`config.mk`:
```
export PLATFORM = sky130hd
export DESIGN_NAME = rsc_div
export DESIGN_NICKNAME = d
export VERILOG_FILES = /design/src/rtl/rsc_pkg.sv /design/src/rtl/rsc_div.sv
export SDC_FILE = /design/constraint.sdc
export NUM_CORES = 1
export LEC_CHECK = 0
export BUFFER_PORTS_ARGS = -buffer_cell sky130_fd_sc_hd__buf_2
export CELL_PAD_IN_SITES_DETAIL_PLACEMENT = 0
export CELL_PAD_IN_SITES_GLOBAL_PLACEMENT = 1
export CORE_AREA = 2 2 145 147
export DETAILED_ROUTE_END_ITERATION = 8
export DIE_AREA = 0 0 147 149
export HOLD_SLACK_MARGIN = 0.03
export PLACE_DENSITY_LB_ADDON = 0.05
export SLEW_MARGIN = 10
export SYNTH_ARGS = -nofsm -noshare
export SYNTH_HDL_FRONTEND = slang
export SYNTH_SLANG_ARGS = --single-unit
```
`constraint.sdc`:
```
create_clock -name clock -period 6.65 [get_ports clock]
set_clock_uncertainty 0.15 [all_clocks]
set_input_delay 0.665 -clock clock [delete_from_list [all_inputs] [get_ports clock]]
set_output_delay 0.665 -clock clock [all_outputs]
set_load 0.01 [all_outputs]
```
`src/rtl/rsc_pkg.sv`:
```
// Shared types, constants and helpers of the ray/sphere closest-hit block.
`timescale 1ns / 1ps
package rsc_pkg;
   localparam int FRAC_BITS  = 16;
   localparam int COORD_W    = 32;
   localparam int LEN_W      = 31;
   localparam int CNT_W      = 5;
   localparam int ACC_W      = 64;
   localparam int SQRT_STEPS = 32;
   localparam int Q_W        = COORD_W + 3;
   localparam int DIVN_W     = Q_W + FRAC_BITS;
   localparam int DIVD_W     = Q_W;

   localparam logic [LEN_W-1:0]        LEN_ONES = '1;
   localparam logic signed [ACC_W-1:0] S32_HI   = 64'sh0000_0000_7FFF_FFFF;
   localparam logic signed [ACC_W-1:0] S32_LO   = -64'sh0000_0000_8000_0000;

   typedef enum logic [3:0] {
      ST_IDLE, ST_FETCH, ST_DIFF, ST_MUL, ST_CHECK, ST_SQRT,
      ST_QUOT, ST_DIV, ST_DECIDE, ST_ADVANCE, ST_RESP
   } state_type;

   // Steps of the shared multiplier for one sphere test.
   typedef enum logic [3:0] {
      MS_AXX, MS_AYY, MS_AZZ, MS_HX, MS_HY, MS_HZ, MS_CX, MS_CY, MS_CZ,
      MS_RR, MS_GAP, MS_SAT, MS_HH, MS_AC, MS_DISC
   } mstep_type;

   typedef enum logic {
      REQ_LOAD  = 1'b0,
      REQ_TRACE = 1'b1
   } req_kind_type;

   typedef struct packed {
      logic              valid;
      logic [ACC_W-1:0]  rem;
      logic [ACC_W-1:0]  root;
   } sqrt_beat_type;

   function automatic logic signed [COORD_W-1:0] sat32(input logic signed [ACC_W-1:0] v);
      logic signed [COORD_W-1:0] r;
      if (v > S32_HI) begin
         r = 32'sh7FFF_FFFF;
      end else if (v < S32_LO) begin
         r = 32'sh8000_0000;
      end else begin
         r = v[COORD_W-1:0];
      end
      return r;
   endfunction
endpackage

```
`src/rtl/rsc_div.sv`:
```
// Iterative signed divider, one quotient bit per cycle, truncating toward zero.
`timescale 1ns / 1ps
module rsc_div
   import rsc_pkg::*;
(
   input  logic                     clock,
   input  logic                     reset,
   input  logic                     go,
   input  logic signed [DIVN_W-1:0] num,
   input  logic signed [DIVD_W-1:0] den,
   output logic                     done,
   output logic signed [DIVN_W-1:0] quo
);
   localparam int NM_W  = DIVN_W - 1;
   localparam int DM_W  = DIVD_W - 1;
   localparam int CW    = $clog2(NM_W);

   logic                 busy_ff, done_ff, neg_ff;
   logic [CW-1:0]        cnt_ff;
   logic [NM_W-1:0]      nq_ff;
   logic [DM_W-1:0]      rem_ff, dmag_ff;
   logic signed [DIVN_W-1:0] num_abs;
   logic signed [DIVD_W-1:0] den_abs;
   logic [DM_W:0]        trial;
   logic                 take;

   assign num_abs = num[DIVN_W-1] ? -num : num;
   assign den_abs = den[DIVD_W-1] ? -den : den;
   assign trial   = {rem_ff, nq_ff[NM_W-1]};
   assign take    = trial >= {1'b0, dmag_ff};

   always_ff @(posedge clock) begin
      if (reset) begin
         busy_ff <= 1'b0;
         done_ff <= 1'b0;
         cnt_ff  <= '0;
      end else begin
         done_ff <= 1'b0;
         if (go) begin
            busy_ff <= 1'b1;
            cnt_ff  <= '0;
         end else if (busy_ff) begin
            cnt_ff <= cnt_ff + CW'(1);
            if (cnt_ff == CW'(NM_W - 1)) begin
               busy_ff <= 1'b0;
               done_ff <= 1'b1;
            end
         end
      end
   end

   always_ff @(posedge clock) begin
      if (go) begin
         nq_ff   <= num_abs[NM_W-1:0];
         dmag_ff <= den_abs[DM_W-1:0];
         rem_ff  <= '0;
         neg_ff  <= num[DIVN_W-1] ^ den[DIVD_W-1];
      end else if (busy_ff) begin
         nq_ff  <= {nq_ff[NM_W-2:0], take};
         rem_ff <= take ? DM_W'(trial - {1'b0, dmag_ff}) : trial[DM_W-1:0];
      end
   end

   assign done = done_ff;
   assign quo  = neg_ff ? -$signed({1'b0, nq_ff}) : $signed({1'b0, nq_ff});
endmodule

```
=== Yosys cells after proc, flatten, opt, wreduce, memory -nomap -nowiden ===
Cells that the tools add are included.

* $add $sub $neg: 5
* $lt $le $gt $ge: 1
* Eq/ne operators: 1
* Mux-type cells: 10
* Bitwise logic cells: 2
* Reductions and logical operators: 3

{| class="wikitable"
|+ Operator list
! cell !! count
|-
| two-way mux 50 bit || 3
|-
| two-way mux 34 bit || 2
|-
| two-way mux 51 bit || 1
|-
| negation 50 -> 51 bit || 1
|-
| negation 50 bit || 1
|-
| greater-or-equal comparator 35 x 34 -> 1 bit || 1
|-
| negation 34 bit || 1
|-
| subtractor 34 bit || 1
|-
| adder 6 x 1 -> 6 bit (second input constant) || 1
|-
| == test 6 bit (second input constant) || 1
|-
| two-way mux 1 bit || 4
|-
| OR reduction 3 bit || 1
|-
| nonzero test 2 bit || 1
|-
| OR reduction 2 bit || 1
|-
| inverter 1 bit || 1
|-
| XOR 1 bit || 1
|}

* Register bits: 127
* Bits of input ports: 89
* Output and inout bits: 52
* Word-level logic and storage cells: 29

=== Logic depth before layout (Yosys ltp) ===
Gate-level depths: netlist (run 1).

* Depth after elaboration: 4
* Depth in mapped cells: 13
* Depth with buffers taken out: 13

=== Worst setup path after synthesis (run 1) ===
No wires, ideal clock.

* Kind: reg-to-output
* Start: reg nq_ff[5]
* End: out quo[33]
* Arrival time: 2.795 ns
* Required time: 5.835 ns
* Setup slack: 3.040 ns
* Cell stages (with the launch flop): 9
* Path buffers: 0
* Cell sequence: edfxtp_1 -> or3_1 -> or3_1 -> or3_1 -> nand2b_1 -> or3_1 -> or2_1 -> o31ai_1 -> xnor2_1

* Longest elaborated chain between the ends: 2

{| class="wikitable"
|+ RTL lines
! item !! line !! text
|-
| from (decl) || rsc_div.sv:20 || <nowiki>logic [NM_W-1:0] nq_ff;</nowiki>
|-
| from (signal assigned) || rsc_div.sv:54 || <nowiki>nq_ff <= num_abs[NM_W-1:0];</nowiki>
|-
| from (signal assigned) || rsc_div.sv:59 || <nowiki>nq_ff <= {nq_ff[NM_W-2:0], take};</nowiki>
|-
| negation 50 -> 51 bit || rsc_div.sv:65 || <nowiki>assign quo = neg_ff ? -$signed({1'b0, nq_ff}) : $signed({1'b0, nq_ff});</nowiki>
|-
| two-way mux 51 bit || rsc_div.sv:65 ||
|-
| to (decl) || rsc_div.sv:12 || <nowiki>output logic signed [DIVN_W-1:0] quo</nowiki>
|}

Every way passes these cells.

=== Worst setup path in the final report (run 1) ===
* Start: reg nq_ff[28]
* End: out quo[44]

Same word-level chain as after synthesis.

==> results of run 1 <==
[registers in the layout, indices dropped and copies added (netlist names)]
name / count
dmag_ff: 34
busy_ff: 1
done: 1
cnt_ff: 6
nq_ff: 50
neg_ff: 1
rem_ff: 34
[per-layer routing]
| metal | up-vias | global-route usage (%) | part of all wire, % |
|---|---|---|---|
| met1 | 3732 | 28.9 | 48 |
| met3 | 25 | 2.42 | 4.2 |
| met5 | - | 0 | 0 |
| met4 | 0 | 6.35 | 1.4 |
| met2 | 189 | 35.6 | 46 |
| li1 | 4230 | - | - |
[logic make-up (layout without fill, tap and decap cells)]
family	count (synthesis)	after routing	share of synthesized area (%)
muxes	2	2	0.212
DFF	127	127	35.9
adders and majority gates	40	40	5.38
buffers and inverters	108	231	4.42
xor gates and xnor gates	162	162	15.0
and+or+nand+nor	362	362	17.8
AOI/OAI and AO/OA	304	304	21.2
[final cells by class]
cell class / instances / area (um^2)
Timing Repair Buffer: 146 / 752
Inverter: 53 / 200
Fill cell: 1988 / 9590
Multi-Input combinational cell: 870 / 5630
Tap cell: 275 / 344
Clock buffer: 25 / 548
Clock inverter: 7 / 92.6
Sequential cell: 127 / 3390
[metrics by stage]
| stage | power [mW] | cells | area (um^2) |
|---|---|---|---|
| global placement | 1.77 | 1471 | 10300 |
| floorplan | 1.54 | 1105 | 9450 |
| CTS | 2.78 | 1503 | 11000 |
| detailed placement | 1.77 | 1471 | 10300 |
| global route | 2.90 | 1503 | 11000 |
| finish | 2.76 | 1503 | 11000 |
[synthesized netlist by cell type (all sizes together), types with 6 or more instances]
cell,number,area [um^2]
or4,15,120
nor4,11,68.8
a21o,9,67.6
a311oi,23,201
o31ai,47,377
o21ai,69,345
inv,51,191
dfxtp,42,841
nand3,14,70.1
xor2,64,561
nand2b,9,56.3
nor2,112,420
a211oi,10,75.1
nor3,11,55.1
nand4,13,81.3
o41ai,14,164
edfxtp,85,2550
clkbuf,50,188
xnor2,98,858
a21oi,94,470
ha,39,488
nand2,128,488
or3,26,163
a31oi,6,37.5
[power groups by stage]
| stage | combinational, mW | clock [mW] | sequential (mW) |
|---|---|---|---|
| after floorplan | 0.535 | 0 | 1.00 |
| after global placement | 0.748 | 0 | 1.02 |
| after detailed placement | 0.750 | 0 | 1.02 |
| after CTS | 0.754 | 1.02 | 1.01 |
| after global routing | 0.842 | 1.04 | 1.02 |
| final | 0.750 | 0.998 | 1.01 |
[worst max-delay path by stage]
stage	startpoint	end	slack, ns	depth (start not counted)
final	nq_ff[28]$_DFFE_PP_	quo[44]	2.11	8
after global routing	nq_ff[28]$_DFFE_PP_	quo[49]	1.82	8
after CTS	nq_ff[28]$_DFFE_PP_	quo[44]	2.07	8
after detailed placement	nq_ff[28]$_DFFE_PP_	quo[44]	2.53	8
after global placement	nq_ff[28]$_DFFE_PP_	quo[44]	2.51	8
after floorplan	nq_ff[5]$_DFFE_PP_	quo[33]	3.04	8
==> flow_metrics.py, run 1 <==
metrics = {
    "critical_path": {
        "crit_path_cell_trace": "or4_1 -> or3_1 -> nor4_1 -> nor4b_1 -> nand2_1 -> o31ai_1 -> xnor2_1 -> buf_2",
        "worstRegToRegCells": 13,
        "startpoint_type": "flop",
        "critical-path-slowest-cell": "or4_1",
        "rr_endpoint": "rem_ff[24]$_SDFFE_PP0P_",
        "cp.arrival_ns": 3.73,
        "r2r_setup_slack_ns": 2.80,
        "cp.required_ns": 5.83,
        "cp_max_fo": 5,
        "slowest_delay_ns": 0.57,
        "crit_family": "simple AND/OR/NAND/NOR gates",
        "cp.buffers_inverters": 1,
        "path_class": "flop to output port",
        "endpoint_kind": "output port",
        "r2r-start": "nq_ff[49]$_DFFE_PP_",
    },
    "layout": {
        "syn_to_final_growth_pct": 16.1,
        "drive_gt1_share_pct": 15.8,
        "final_cell_mix": "buf_2, nand2_1, nor2_1, xnor2_1, a21oi_1",
        "final_util_pct": 53.3,
        "final_common_cell": "buf_2",
        "layout.nets": 1344,
        "diodes": 0,
    },
    "place": {
        "pre_cts_slack_ns": 2.53,
        "port_buffers": 140,
        "place_congestion": 0.865,
        "hpwlAfterDp_um": 17000,
    },
    "sta": {
        "maxSlewHeadroom_pct": 27.5,
        "worst_slack_ns": 2.11,
        "rsz0062_at_grt": "no",
        "max_freq_ghz": 0.220,
        "worst_hold_slack_ns": 0.251,
        "finalSetupViolations": 0,
        "finalHoldViolCount": 0,
        "tns_ns": 0,
        "drv_slew": 0,
        "fin_crit_sh_pct": 68.3,
        "finalCriticalPeriod_ns": 4.54,
        "worstMarginPinSlew_ns": 1.09,
    },
    "logic_synthesis": {
        "netlist_area_um2": 9450,
        "syn_nets": 1234,
        "synthCells": 1105,
        "synth-edff-count": 85,
        "synthFlopType": "edfxtp_1",
        "ys_types": 66,
        "ys_warn_count": 0,
        "seq_area_frac_synth_pct": 35.9,
        "avgSynthCellArea_um2": 8.55,
        "async_flop_share_pct": 0,
        "ys_ff_latch": 127,
    },
    "hold_path": {
        "holdCritPathClass": "input pin to flop",
        "hold_depth": 2,
        "hold_path_startpoint": "reset",
        "whs_endpoint": "busy_ff$_SDFF_PP0_",
    },
    "power_and_ir_drop": {
        "p_sw_share_pct": 31.2,
        "sequentialPowerShare_pct": 36.6,
        "powerDensity_nw_per_um2": 251,
        "pwr-share-clk_pct": 36.2,
        "p_leak_nw": 4.26,
        "p_int_mw": 1.90,
        "vdd_drop_max_uv": 180,
        "comb_power_share_pct": 27.2,
        "switchingPower_mw": 0.860,
    },
    "flow_run": {
        "max_cap_violations": 0,
    },
    "floorplanning": {
        "rows": 53,
        "core_area_um2": 20600,
        "start_util_pct": 45.9,
        "die_area_um2": 21900,
        "die_x_um": 147,
        "ios": 141,
        "die_h_um": 149,
    },
    "clock_tree": {
        "clock-sinks": 127,
        "cts_resized": 0,
        "clk_pin_slew_ns": 0.06,
        "cts_htree_levels": 4,
        "clk_latency_ns": 0.42,
        "clock-root-buffer": "clkbuf_16",
        "cts_hold_buffers": 0,
        "clk_path_buf_depth": 2,
        "cts_buffers": 17,
        "tritoncts": "built",
        "post_cts.repair.setup_buffers": 0,
    },
    "global_routing": {
        "grt_max_degree": 69,
        "grt_pass1_vias": 7597,
        "grt_pass1_wl_um": 37900,
        "antenna_found_initial": 0,
        "grt_util_all_layers_pct": 21.2,
        "grt_overflow": 0,
    },
    "drt": {
        "viasPerCell": 5.44,
        "vias": 8176,
        "routedWlPerCell_um": 15.5,
        "routed_wl_um": 23200,
        "dr.pass1.iters": 5,
        "dr.first_iter.drc_count": 405,
        "antenna_left": 0,
        "drc": 0,
    },
    "run_status": {
        "status": "finished, final reports clean",
    },
}
Power figures use the tool's default switching activity.
==> run 2: changes to the inputs <==
--- a/config.mk
+++ b/config.mk
@@ -8,9 +8,9 @@
 export BUFFER_PORTS_ARGS = -buffer_cell sky130_fd_sc_hd__buf_2
 export CELL_PAD_IN_SITES_DETAIL_PLACEMENT = 0
 export CELL_PAD_IN_SITES_GLOBAL_PLACEMENT = 1
-export CORE_AREA = 2 2 145 147
+export CORE_AREA = 2 2 150 152
 export DETAILED_ROUTE_END_ITERATION = 8
-export DIE_AREA = 0 0 147 149
+export DIE_AREA = 0 0 152 154
 export HOLD_SLACK_MARGIN = 0.03
 export PLACE_DENSITY_LB_ADDON = 0.05
 export SLEW_MARGIN = 10
==> constraint.sdc (replaced) <==
create_clock -name clock -period 4.51 [get_ports clock]
set_clock_uncertainty 0.15 [all_clocks]
set_input_delay 0.451 -clock clock [delete_from_list [all_inputs] [get_ports clock]]
set_output_delay 0.451 -clock clock [all_outputs]
set_load 0.01 [all_outputs]
==> flow_metrics.py, run 2 (synthesis gave the netlist of run 1 again) <==
metrics = {
    "clock_tree": {
        "clock-sinks": 127,
        "clk_pin_slew_ns": 0.06,
        "cts_buffers": 17,
        "clk_path_buf_depth": 2,
        "clk_latency_ns": 0.42,
        "tritoncts": "built",
        "clock-root-buffer": "clkbuf_16",
        "cts_hold_buffers": 0,
        "cts_htree_levels": 4,
    },
    "sta": {
        "fin_crit_sh_pct": 95.7,
        "drv_slew": 0,
        "max_freq_ghz": 0.232,
        "finalCriticalPeriod_ns": 4.32,
        "worst_hold_slack_ns": 0.0539,
        "maxSlewHeadroom_pct": 43.1,
        "rsz0062_at_grt": "yes",
        "tns_ns": 0,
        "finalHoldViolCount": 0,
        "worstMarginPinSlew_ns": 0.854,
        "finalSetupViolations": 0,
    },
    "layout": {
        "final_common_cell": "buf_2",
        "regMostFlops": "nq_ff",
        "drive_gt1_share_pct": 16.4,
        "layout.nets": 1349,
        "final_cell_mix": "buf_2, nand2_1, nor2_1, xnor2_1, a21oi_1",
        "largest_register_ff_count": 50,
        "reg.largest.list": "nq_ff x50, dmag_ff x34, rem_ff x34",
        "diodes": 0,
        "fill_cells": 2180,
        "syn_to_final_growth_pct": 16.7,
        "regArea_um2": 3390,
        "multi_input_area_um2": 5640,
    },
    "critical_path": {
        "cp.arrival_ns": 3.71,
        "endpoint_kind": "output port",
        "cp_max_fo": 5,
        "startpoint_type": "flop",
        "path_class": "flop to output port",
        "cp.required_ns": 3.91,
    },
    "hold_path": {
        "holdCritPathClass": "input pin to flop",
    },
    "drt": {
        "routedWlPerCell_um": 15.6,
        "dr.first_iter.drc_count": 486,
        "drc": 0,
        "antenna_left": 0,
        "dr.pass1.iters": 5,
        "viasPerCell": 5.47,
        "routed_wl_um": 23600,
        "vias": 8272,
    },
    "power_and_ir_drop": {
        "p_leak_nw": 4.28,
        "sequentialPowerShare_pct": 36.7,
        "pwr-share-clk_pct": 35.7,
        "comb_power_share_pct": 27.5,
        "p_int_mw": 2.76,
        "power_mw": 4.06,
        "p_sw_share_pct": 31.9,
        "powerDensity_nw_per_um2": 369,
        "vdd_drop_max_uv": 185,
        "switchingPower_mw": 1.30,
    },
    "global_routing": {
        "grt_max_degree": 72,
        "grt_overflow": 0,
        "grt_pass1_wl_um": 39700,
        "grt_util_all_layers_pct": 20.4,
        "grt_pass1_vias": 7927,
        "antenna_found_initial": 0,
    },
    "place": {
        "hpwlAfterDp_um": 17700,
        "place_congestion": 0.809,
        "port_buffers": 140,
    },
    "floorplanning": {
        "core_area_um2": 21700,
        "rows": 54,
        "die_area_um2": 23400,
        "ios": 141,
        "start_util_pct": 43.6,
        "die_h_um": 154,
        "die_x_um": 152,
    },
    "run_status": {
        "status": "finished, final reports clean",
    },
    "flow_run": {
        "max_cap_violations": 0,
    },
}
## run 2: cell count changes in the layout (fill, tap and decap cells not counted), sizes merged
cell,before,now
clkinv,5,7
buf,146,151
clkinvlp,1,2
clkbuf,25,22
## run 2: timing repair
item	CTS	global route
endpoints found under the setup margin	0	7
buffers inserted	0	0
gates resized for setup	0	3
## run 2: metrics by stage
step                setup WS, ns  utilization [%]  cell area [um^2]  std cells
floorplan                   1.11                -              9450       1105
finish                     0.194             50.8             11000       1513
global placement           0.593             47.9             10400       1481
global route            -0.00468             50.8             11000       1513
CTS                       0.0773             50.8             11000       1513
detailed placement         0.554             47.9             10400       1481
## run 2: area by class of cell
type	instances	share of cell area, %
multi-input combinational	870	51.2
timing repair buffer	151	7.28
clock inverter	10	1.12
clock buffer	22	4.60
sequential	127	30.8
tap	280	3.18
inverter	53	1.82
## run 2: worst paths after layout
path                                         startpoint  slack (ns)                       to  cells after the start
worst max-delay path                 nq_ff[5]$_DFFE_PP_        0.19                  quo[49]                     10
worst min-delay path                              reset        0.05       busy_ff$_SDFF_PP0_                      2
worst max register to register      nq_ff[49]$_DFFE_PP_        0.74  rem_ff[26]$_SDFFE_PP0P_                     13
worst min register to register  rem_ff[33]$_SDFFE_PP0P_        0.34  rem_ff[33]$_SDFFE_PP0P_                      2
## run 2: critical path, stage by stage (launching register included)
cell,delay [ns]
edfxtp_1,0.43
or3_1,0.45
or3_1,0.36
or3_1,0.40
nand2b_2,0.26
or3_1,0.43
nor2_2,0.19
nand2_1,0.17
o31ai_1,0.32
xnor2_1,0.15
buf_2,0.14
## run 2: power by group through the flow
stage	combinational (mW)	sequential, mW	clock [mW]
finish	1.12	1.49	1.45
global route	1.26	1.51	1.53
CTS	1.13	1.49	1.48
detailed placement	1.12	1.52	0
global placement	1.12	1.51	0
floorplan	0.788	1.48	0
## run 2: layer usage
metal  GRT usage (%)  vias to the layer above  wire length, um
met5               0                        -                0
met4            5.21                        0              316
met3            2.76                       21              742
met2            31.6                      165            10400
met1            29.9                     3864            12200
li1                -                     4222                -
==> run 3: changes to the inputs <==
==> constraint.sdc (replaced) <==
create_clock -name clock -period 4.51 [get_ports clock]
set_clock_uncertainty 0.15 [all_clocks]
set_input_delay 1.353 -clock clock [delete_from_list [all_inputs] [get_ports clock]]
set_output_delay 1.353 -clock clock [all_outputs]
set_load 0.01 [all_outputs]
==> flow_metrics.py, run 3 (synthesis gave the netlist of run 1 again) <==
metrics = {
    "sta": {
        "maxSlewHeadroom_pct": 42.3,
        "worst_hold_slack_ns": 0.334,
        "finalSetupViolations": 25,
        "rsz0062_at_grt": "yes",
        "max_freq_ghz": 0.207,
        "worst_slack_ns": -0.323,
        "drv_slew": 0,
        "finalCriticalPeriod_ns": 4.83,
        "fin_crit_sh_pct": 107,
        "finalHoldViolCount": 0,
        "worstMarginPinSlew_ns": 0.866,
    },
    "critical_path": {
        "path_class": "flop to output port",
        "slowest_delay_ns": 0.41,
        "startpoint_type": "flop",
        "critical-path-slowest-cell": "or3_4",
        "cp_max_fo": 3,
        "crit_path_cell_trace": "or3_4 -> or3_4 -> or3_4 -> nand2b_4 -> or3_4 -> nor2_4 -> buf_6 -> nand2_8 -> buf_12 -> o31ai_4 -> xnor2_1 -> buf_2",
        "endpoint_kind": "output port",
        "r2r_setup_slack_ns": 0.70,
        "cp.arrival_ns": 3.33,
        "cp.required_ns": 3.01,
        "crit_path_frequent_cell": "or3_4",
    },
    "place": {
        "post_dp_cell_area_um2": 10600,
        "pre_cts_slack_ns": -0.0549,
        "port_buffers": 140,
        "hpwlAfterDp_um": 18600,
        "place_congestion": 0.821,
    },
    "layout": {
        "stdcell_area_um2": 11700,
        "syn_to_final_growth_pct": 23.9,
        "layout.nets": 1393,
        "diodes": 0,
        "final_common_cell": "buf_2",
        "final_cell_mix": "buf_2, nand2_1, nor2_1, xnor2_1, a21oi_1",
        "reg.largest.list": "nq_ff x50, dmag_ff x34, rem_ff x34",
        "regMostFlops": "nq_ff",
        "largest_register_ff_count": 50,
        "drive_gt1_share_pct": 22.4,
    },
    "clock_tree": {
        "clk_path_buf_depth": 2,
        "tritoncts": "built",
        "clock-root-buffer": "clkbuf_16",
        "cts_htree_levels": 4,
        "clk_latency_ns": 0.42,
        "clock-sinks": 127,
        "clk_pin_slew_ns": 0.06,
        "cts_buffers": 17,
    },
    "global_routing": {
        "grt_overflow": 0,
        "grt_util_all_layers_pct": 21.4,
        "grt_pass1_vias": 8238,
        "antenna_found_initial": 0,
        "grt_max_degree": 53,
        "grt_pass1_wl_um": 41400,
    },
    "floorplanning": {
        "start_util_pct": 43.6,
        "ios": 141,
        "core_area_um2": 21700,
        "die_h_um": 154,
        "rows": 54,
        "die_area_um2": 23400,
        "die_x_um": 152,
    },
    "drt": {
        "routedWlPerCell_um": 15.9,
        "viasPerCell": 5.43,
        "antenna_left": 0,
        "dr.first_iter.drc_count": 474,
        "drc": 0,
        "dr.pass1.iters": 5,
        "routed_wl_um": 24700,
        "vias": 8459,
    },
    "flow_run": {
        "max_cap_violations": 0,
    },
    "power_and_ir_drop": {
        "power_mw": 4.18,
        "powerDensity_nw_per_um2": 357,
        "p_sw_share_pct": 32.4,
        "comb_power_share_pct": 28.6,
        "p_int_mw": 2.82,
        "pwr-share-clk_pct": 35.6,
        "p_leak_nw": 4.63,
        "vdd_drop_max_uv": 244,
        "sequentialPowerShare_pct": 35.8,
        "switchingPower_mw": 1.35,
    },
    "run_status": {
        "violations": "negative setup slack",
        "status": "finished, violations left",
    },
    "hold_path": {
        "holdCritPathClass": "flop to flop",
    },
}
## run 3: cell count changes in the layout (fill, tap and decap cells not counted), sizes merged
cell    delta
buf       +44
bufinv     +2
clkbuf     -5
inv        +3
## run 3: final timing paths
check	from	endpoint	cells after the start
setup / recovery	nq_ff[3]$_DFFE_PP_	quo[49]	12
hold / removal	rem_ff[33]$_SDFFE_PP0P_	rem_ff[33]$_SDFFE_PP0P_	2
setup reg to reg	nq_ff[49]$_DFFE_PP_	rem_ff[26]$_SDFFE_PP0P_	13
hold reg to reg	rem_ff[33]$_SDFFE_PP0P_	rem_ff[33]$_SDFFE_PP0P_	2
## run 3: critical path, delay by kind of cell, from the launching register on
kind            cells  cell delay [ns]
compound gates      1             0.17
xor+xnor            1             0.13
buf+inv             3             0.42
flops               1             0.40
simple gates        7             1.80
## run 3: repair_timing
item	CTS	global route
resized for setup	46	28
buffers inserted	8	2
pin swaps	14	13
endpoints found under the setup margin	25	28
hold buffers	0	0
## run 3: per-stage QoR
| step | TNS [ns] | std cells | utilization (%) |
|---|---|---|---|
| 3_3_place_gp | 0 | 1516 | 49.0 |
| 6_report | -4.32 | 1557 | 54.0 |
| 5_1_grt | -6.93 | 1557 | 54.0 |
| 2_1_floorplan | 0 | 1105 | - |
| 4_1_cts | -6.02 | 1556 | 53.2 |
| 3_5_place_dp | -0.108 | 1516 | 49.0 |
## run 3: layout make-up
type | count | area [um^2]
fillers | 2101 | 9990
flip-flops and latches | 127 | 3390
well taps | 280 | 350
multi-input cells | 870 | 5980
repair buffers | 195 | 1140
inverters | 53 | 200
clock inverters | 15 | 205
clock buffers | 17 | 425
## run 3: routing by layer
layer	vias to the layer above	part of all wire (%)	wire length, um	global-route usage, %
li1	4338	-	-	-
met4	0	1.2	294	4.90
met1	3945	51	12500	31.0
met5	-	0	0	0
met3	18	3.5	875	3.04
met2	158	45	11000	33.9
## run 3: power groups by stage
stage	combinational (mW)	clock [mW]	sequential, mW
after floorplan	0.788	0	1.48
after global placement	1.16	0	1.50
after detailed placement	1.16	0	1.50
after CTS	1.19	1.51	1.49
after global routing	1.34	1.56	1.51
final	1.20	1.49	1.49
